### src/sv/stq_pkg.sv
// ----------------------------------------------------------------------------
// stq_pkg: shared types and codes of the sorted timer queue
// Action and result codes, sequencer states and the queue cell entry format.
// ----------------------------------------------------------------------------
package stq_pkg;

  localparam int SLOT_W = 5;
  localparam int CH_W   = 4;
  localparam int DATA_W = 32;
  localparam int ACT_W  = 3;
  localparam int KIND_W = 3;

  localparam logic [SLOT_W-1:0] MAX_EXPIRIES = 5'd31;

  typedef enum logic [ACT_W-1:0] {
    ACT_ALLOC  = 3'd0,
    ACT_FREE   = 3'd1,
    ACT_BIND   = 3'd2,
    ACT_ARM    = 3'd3,
    ACT_CANCEL = 3'd4,
    ACT_TICK   = 3'd5
  } act_e;

  typedef enum logic [KIND_W-1:0] {
    KIND_ALLOC     = 3'd0,
    KIND_ACK       = 3'd1,
    KIND_CANCEL    = 3'd2,
    KIND_EXPIRY    = 3'd3,
    KIND_TICK_DONE = 3'd4
  } kind_e;

  typedef enum logic [1:0] {
    ST_IDLE,
    ST_EXEC,
    ST_INSERT,
    ST_POP
  } st_e;

  typedef enum logic [1:0] {
    OP_HOLD,
    OP_INSERT,
    OP_REMOVE,
    OP_POP
  } cell_op_e;

  typedef struct packed {
    logic              valid;
    logic [SLOT_W-1:0] id;
    logic [DATA_W-1:0] dl;
  } entry_t;

  typedef struct packed {
    cell_op_e          op;
    logic [SLOT_W-1:0] id;
    logic [DATA_W-1:0] dl;
  } cell_ctrl_t;

endpackage

### src/sv/stq_cell.sv
// ----------------------------------------------------------------------------
// stq_cell: one place of the sorted deadline queue
// Holds one running slot and its deadline; shifts right on an insert ahead of
// it and left on a removal at or before it, or on a head pop.
// ----------------------------------------------------------------------------
module stq_cell (
  input  logic               clk_i,
  input  logic               rst_ni,
  input  stq_pkg::cell_ctrl_t ctrl_i,
  input  stq_pkg::entry_t    left_i,
  input  stq_pkg::entry_t    right_i,
  input  logic               ins_left_i,
  input  logic               rm_left_i,
  output stq_pkg::entry_t    entry_o,
  output logic               ins_o,
  output logic               rm_o
);

  stq_pkg::entry_t entry_q, entry_d;

  assign ins_o = !entry_q.valid || (entry_q.dl >= ctrl_i.dl);
  assign rm_o  = rm_left_i || (entry_q.valid && (entry_q.id == ctrl_i.id));

  always_comb begin
    entry_d = entry_q;
    case (ctrl_i.op)
      stq_pkg::OP_INSERT: begin
        if (ins_o) begin
          if (ins_left_i) begin
            entry_d = left_i;
          end else begin
            entry_d.valid = 1'b1;
            entry_d.id    = ctrl_i.id;
            entry_d.dl    = ctrl_i.dl;
          end
        end
      end
      stq_pkg::OP_REMOVE: begin
        if (rm_o) begin
          entry_d = right_i;
        end
      end
      stq_pkg::OP_POP: begin
        entry_d = right_i;
      end
      default: begin
        entry_d = entry_q;
      end
    endcase
  end

  always_ff @(posedge clk_i or negedge rst_ni) begin
    if (!rst_ni) begin
      entry_q <= '0;
    end else begin
      entry_q <= entry_d;
    end
  end

  assign entry_o = entry_q;

`ifndef NO_ASSERTIONS
  // queue stays packed towards the head
  a_packed: assert property (@(posedge clk_i) disable iff (!rst_ni)
    right_i.valid |-> entry_q.valid)
    else $error("queue has a gap");

  // queue stays ordered by deadline
  a_sorted: assert property (@(posedge clk_i) disable iff (!rst_ni)
    (entry_q.valid && right_i.valid) |-> (entry_q.dl <= right_i.dl))
    else $error("queue out of deadline order");
`endif

endmodule

### config.mk
export PLATFORM = sky130hd
export DESIGN_NAME = stq_cell
export DESIGN_NICKNAME = d
export VERILOG_FILES = /design/src/sv/stq_pkg.sv /design/src/sv/stq_cell.sv
export SDC_FILE = /design/constraint.sdc
export NUM_CORES = 1
export LEC_CHECK = 0
export CORE_MARGIN = 10
export CORE_UTILIZATION = 38
export CTS_BUF_LIST = sky130_fd_sc_hd__clkbuf_8
export DETAILED_ROUTE_END_ITERATION = 7
export DONT_BUFFER_PORTS = 1
export SETUP_SLACK_MARGIN = 0.02
export SLEW_MARGIN = 5
export SYNTH_ARGS = -nofsm -noshare
export SYNTH_HDL_FRONTEND = slang
export SYNTH_SLANG_ARGS = --single-unit
### constraint.sdc
create_clock -name clk_i -period 4 [get_ports clk_i]
set_input_delay 0.2 -clock clk_i [delete_from_list [all_inputs] [get_ports clk_i]]
set_output_delay 0.2 -clock clk_i [all_outputs]
set_load 0.02 [all_outputs]
==> impl_metrics.py, run 1 <==
metrics = {
    "floorplan": {
        "fp.coreArea_mm2": 0.00818,
        "ios": 159,
        "fp.dieW_um": 111,
        "rows": 33,
        "start_util": 0.389,
        "die_area_mm2": 0.0124,
        "die_height_um": 111,
    },
    "sta": {
        "setup_slack_ns": 0.899,
        "finalCritPeriodShare": 0.775,
        "tightest_slew_ns": 0.552,
        "finalSetupViolCount": 0,
        "hold_viol_final": 0,
        "relSlewSlack": 0.630,
        "grt_setup_unrepaired": "no",
        "slew_viol_final": 0,
        "max_freq_ghz": 0.322,
        "timing.hold.ws_ns": 0.121,
        "skew_ns": 0.00534,
        "period_needed_ns": 3.10,
        "tns_ns": 0,
    },
    "setup_path": {
        "critPathArrivalTime_ns": 3.28,
        "worstSetupStartpointType": "flop",
        "crit_type": "reg2reg",
        "worstPathMaxFanout": 15,
        "cp_data_required_time_ns": 4.17,
        "path_delay_family": "compound AO/OA/AOI/OAI gates",
        "critical_path_buf_inv_count": 1,
        "slowest_stage": "a31oi_4",
        "crit_path_end_kind": "flop",
        "critPathMaxStageDelay_ns": 0.53,
        "path_cells": "ha_1 > nand4_1 > or3_1 > o32ai_2 > o41ai_2 > a31oi_4 > buf_4 > mux2_2",
    },
    "grt": {
        "grt-busiest-layer": "met2",
        "antenna_found_initial": 0,
        "grt_max_degree": 77,
        "grt_use_met2": 0.240,
        "grt_overflow": 0,
        "track_usage": 0.136,
        "grtUsageMet3": 0.0386,
        "use_met1": 0.157,
        "grt_pass1_wl_um": 14000,
        "grt_pass1_vias": 2635,
    },
    "place": {
        "hpwl_um": 7180,
        "gp_congestion": 0.757,
        "pre_cts_ws_ns": 0.869,
        "io_buffers": 0,
        "place_inst": 417,
    },
    "power_and_ir_drop": {
        "p_per_area_mw_per_mm2": 465,
        "peakVddDrop_mv": 0.210,
        "total_power_mw": 1.56,
        "leakage_nw": 1.68,
    },
    "finish": {
        "area_growth_pct": 5.40,
        "nets": 472,
        "multi_input_area_mm2": 0.00200,
        "n_antenna_cell": 0,
        "drive_gt1_frac": 0.165,
        "seqCellArea_um2": 951,
        "fillers": 824,
        "largest_reg_flops": 38,
        "fin_cells": 427,
    },
    "drt": {
        "vias": 2311,
        "first_pass_iters": 4,
        "antenna_left": 0,
        "wl_per_cell_um": 20.4,
        "drt-vias-per-instance": 5.41,
        "drtIter0Drc": 104,
        "routed_wl_um": 8730,
        "remaining_drc_errors": 0,
    },
    "worst_hold_path": {
        "hp-class": "in2reg",
    },
    "clock_tree": {
        "cts_tree": "yes",
        "h-tree-depth": 2,
        "path_clk_slew_ns": 0.08,
        "clk_path_buf_depth": 2,
        "cts_sinks": 38,
        "post_cts_resized": 0,
        "root_buffer": "clkbuf_8",
        "cts_setup_buffers": 0,
        "clk_latency_ns": 0.28,
        "cts_buffers": 5,
    },
    "logic_synthesis": {
        "ys_ff_latch": 38,
        "async_flop_share": 1.00,
        "yosys.cell_types.count": 35,
        "postSynthAreaPerCell_um2": 9.74,
        "yosysSeqAreaShare": 0.299,
        "syn_nets": 477,
        "synth_ff_type": "dfrtp_1",
        "synth_area_mm2": 0.00318,
        "synth_edf_count": 0,
        "yosysWarnings": 0,
        "syn_inst": 326,
    },
    "run_status": {
        "outcome": "completed",
    },
    "run": {
        "maxCapViolCount": 0,
    },
}
## worst register-to-register path, delay by kind of cell, from the launching register on
family | cells | cell delay (ns)
adders and majority gates | 1 | 0.34
DFF | 1 | 0.48
buffers and inverters | 1 | 0.35
and+or+nand+nor | 2 | 0.56
muxes | 1 | 0.37
AOI/OAI and AO/OA | 3 | 0.89
## path summary, 6_finish.rpt
| check | start | to | slack [ns] | cells past startpoint |
|---|---|---|---|---|
| worst max-delay path | entry_o[14] | entry_o[22] | 0.90 | 8 |
| worst max register to register | entry_o[14] | entry_o[22] | 0.90 | 8 |
| worst min-delay path | right_i[0] | entry_o[0] | 0.12 | 2 |
| worst min register to register | entry_o[0] | entry_o[0] | 0.67 | 2 |
| min in group asynchronous | rst_ni | entry_o[8] | 0.37 | 2 |
| max in group asynchronous | rst_ni | entry_o[35] | 3.44 | 2 |
## repair_timing
item	CTS	global route
hold buffers	2	0
endpoints found under the setup margin	0	0
hold endpoints to repair	38	0
## cell type report
| type | count | area share |
|---|---|---|
| multi-input cells | 238 | 0.598 |
| flip-flops and latches | 38 | 0.284 |
| well taps | 105 | 0.0392 |
| inverters | 34 | 0.0381 |
| clock buffers | 6 | 0.0247 |
| repair buffers | 4 | 0.0135 |
| clock inverters | 2 | 0.00262 |
## cell usage after synthesis (2+ instances only)
| master | count | share of area |
|---|---|---|
| a21oi_1 | 13 | 0.020 |
| nand4_1 | 7 | 0.014 |
| nand2_1 | 41 | 0.048 |
| nand3_1 | 4 | 0.0063 |
| mux2_4 | 19 | 0.090 |
| o21ai_0 | 38 | 0.060 |
| mux2i_1 | 38 | 0.12 |
| nor4_1 | 2 | 0.0039 |
| nor2_1 | 3 | 0.0035 |
| buf_1 | 3 | 0.0035 |
| buf_12 | 2 | 0.013 |
| xor2_1 | 4 | 0.011 |
| dfrtp_1 | 38 | 0.30 |
| a211oi_1 | 2 | 0.0047 |
| mux2_2 | 18 | 0.064 |
| inv_1 | 34 | 0.040 |
| ha_1 | 32 | 0.13 |
| clkbuf_1 | 8 | 0.0095 |
| a21o_1 | 4 | 0.0095 |
## layer usage
layer	share of wire	routed length (µm)
met5	0	0
met4	0.0082	72
met3	0.075	658
met2	0.52	4500
met1	0.40	3500
## power by group
part           switching, mW  total (mW)  internal (mW)
registers              0.264       0.754          0.490
logic                  0.238       0.531          0.293
clock network          0.136       0.272          0.137
## stage by stage
step	cell area, µm²	util
final	3350	0.410
after global routing	3350	0.410
after CTS	3350	0.410
after detailed placement	3230	0.395
after global placement	3230	0.395
after floorplan	3180	-
## logic make-up after synthesis
kind of cell / count (synthesis) / synth area share
xor+xnor: 5 / 0.0138
mux: 75 / 0.273
buf+inv: 50 / 0.0733
compound gates: 65 / 0.128
simple gates: 61 / 0.0859
flops: 38 / 0.299
fa+ha+maj: 32 / 0.126
## cell usage in the layout, fill, tap and decap left out, types with 7 or more instances in the layout
cell type and n:
ha_1 32, mux2i_1 38, a21oi_1 13, nand2_1 41, mux2_2 18, nand4_1 7
mux2_4 19, o21ai_0 38, inv_1 35, dfrtp_1 38
(Power assumes the default switching activity.)
==> run 2: changes to the inputs <==
Clock period 4 ns to 2.51 ns, I/O delays scaled along.
==> impl_metrics.py, run 2 (synthesis results as in run 1) <==
metrics = {
    "place": {
        "io_buffers": 0,
        "dpl_cell_area_mm2": 0.00351,
        "gp_congestion": 0.805,
        "pre_cts_ws_ns": -0.0339,
        "place_inst": 453,
        "hpwl_um": 7290,
    },
    "sta": {
        "slew_viol_final": 0,
        "grt_setup_unrepaired": "yes",
        "finalSetupViolCount": 17,
        "setup_slack_ns": -0.0209,
        "skew_ns": 0.00983,
        "tightest_slew_ns": 0.415,
        "finalCritPeriodShare": 1.01,
        "relSlewSlack": 0.720,
        "max_freq_ghz": 0.395,
        "hold_viol_final": 0,
        "period_needed_ns": 2.53,
    },
    "setup_path": {
        "critical_path_buf_inv_count": 1,
        "crit_type": "reg2reg",
        "cp_data_required_time_ns": 2.68,
        "path_cells": "ha_1 > nand4_1 > or3_1 > o32ai_2 > o41ai_2 > a31oi_4 > buf_12 > mux2_2",
        "worstPathMaxFanout": 28,
        "crit_path_end_kind": "flop",
        "slowest_stage": "dfrtp_2",
        "worstSetupStartpointType": "flop",
        "path_delay_family": "compound AO/OA/AOI/OAI gates",
        "critPathArrivalTime_ns": 2.70,
        "critPathMaxStageDelay_ns": 0.40,
    },
    "finish": {
        "largest_reg_flops": 38,
        "final_cell_mix": "41 x nand2_1, 38 x o21ai_0, 38 x mux2i_1",
        "fin_cells": 462,
        "mostFrequentLayoutCell": "nand2_1",
        "multi_input_area_mm2": 0.00208,
        "area_growth_pct": 16.9,
        "design_area_mm2": 0.00371,
        "seqCellArea_um2": 956,
        "nets": 508,
        "n_antenna_cell": 0,
        "drive_gt1_frac": 0.280,
        "fillers": 795,
    },
    "clock_tree": {
        "cts_buffers": 5,
        "clk_latency_ns": 0.29,
        "cts_tree": "yes",
        "h-tree-depth": 2,
        "path_clk_slew_ns": 0.08,
        "cts_setup_buffers": 0,
        "cts_sinks": 38,
        "clk_path_buf_depth": 2,
        "root_buffer": "clkbuf_8",
    },
    "floorplan": {
        "fp.dieW_um": 111,
        "ios": 159,
        "start_util": 0.389,
        "die_area_mm2": 0.0124,
        "fp.coreArea_mm2": 0.00818,
        "rows": 33,
        "die_height_um": 111,
    },
    "worst_hold_path": {
        "hp-class": "in2reg",
    },
    "drt": {
        "first_pass_iters": 4,
        "remaining_drc_errors": 0,
        "antenna_left": 0,
        "wl_per_cell_um": 19.9,
        "drt-vias-per-instance": 5.31,
        "drtIter0Drc": 123,
        "routed_wl_um": 9190,
        "vias": 2452,
    },
    "power_and_ir_drop": {
        "total_power_mw": 2.78,
        "leakage_nw": 1.86,
        "p_per_area_mw_per_mm2": 749,
        "peakVddDrop_mv": 0.265,
    },
    "run_status": {
        "outcome": "finished, violations left",
        "violations": "setup timing",
    },
    "grt": {
        "grt_pass1_vias": 2689,
        "antenna_found_initial": 0,
        "grt_pass1_wl_um": 14800,
        "grt_overflow": 0,
        "grt_max_degree": 77,
        "track_usage": 0.144,
    },
    "run": {
        "maxCapViolCount": 0,
    },
}
-- run 2: cell types whose count changed in the layout (fill, tap and decap cells not counted), moves of 4 or more --
cell	change
buf_4	+34
dfrtp_1	-4
dfrtp_2	+4
ha_1	-5
ha_4	+5
-- run 2: area by class of cell --
type / instances / share of cell area
clock buffers: 6 / 0.0222
clock inverters: 1 / 0.00101
inverters: 34 / 0.0344
flip-flops and latches: 38 / 0.257
multi-input cells: 238 / 0.560
well taps: 105 / 0.0354
repair buffers: 40 / 0.0893
-- run 2: worst reg2reg max path, cell delays in order, from the launching register on --
cell and delay, ns:
dfrtp_2 0.40, ha_1 0.31, nand4_1 0.12, or3_1 0.40, o32ai_2 0.23, o41ai_2 0.12
a31oi_4 0.20, buf_12 0.25, mux2_2 0.37
-- run 2: report_power, final --
| group | switching, mW | internal, mW |
|---|---|---|
| logic | 0.698 | 0.698 |
| registers | 0.169 | 0.788 |
| clock network | 0.212 | 0.214 |
| total | 1.08 | 1.70 |
-- run 2: worst paths after layout --
| path | from | slack, ns | endpoint | cells after the start |
|---|---|---|---|---|
| max | entry_o[15] | -0.02 | entry_o[14] | 8 |
| min | right_i[17] | 0.09 | entry_o[17] | 3 |
| max reg2reg | entry_o[15] | -0.02 | entry_o[14] | 8 |
| min reg2reg | entry_o[0] | 0.56 | entry_o[0] | 2 |
| max in group asynchronous | rst_ni | 1.96 | entry_o[0] | 2 |
| min in group asynchronous | rst_ni | 0.30 | entry_o[14] | 2 |
-- run 2: per-stage QoR --
step           setup TNS [ns]  utilization  hold WS, ns
2_1_floorplan               0            -       -0.170
3_3_place_gp                0        0.430       -0.169
3_5_place_dp           -0.556        0.430       -0.169
4_1_cts                -0.143        0.454       0.0773
5_1_grt                 -3.45        0.454       0.0861
6_report               -0.164        0.454       0.0889
-- run 2: repair_timing --
action | 4_1_cts | 5_1_grt
resized for setup | 10 | 0
endpoints found under the setup margin | 37 | 37
endpoints found under the hold margin | 38 | 0
pin swaps | 1 | 1
hold buffers | 2 | 0
gates cloned | 0 | 0
-- run 2: per-layer routing --
metal  wire, µm  GRT usage
met4         75     0.0283
met1       3730      0.175
met2       4630      0.243
met5          0          0
met3        747     0.0462
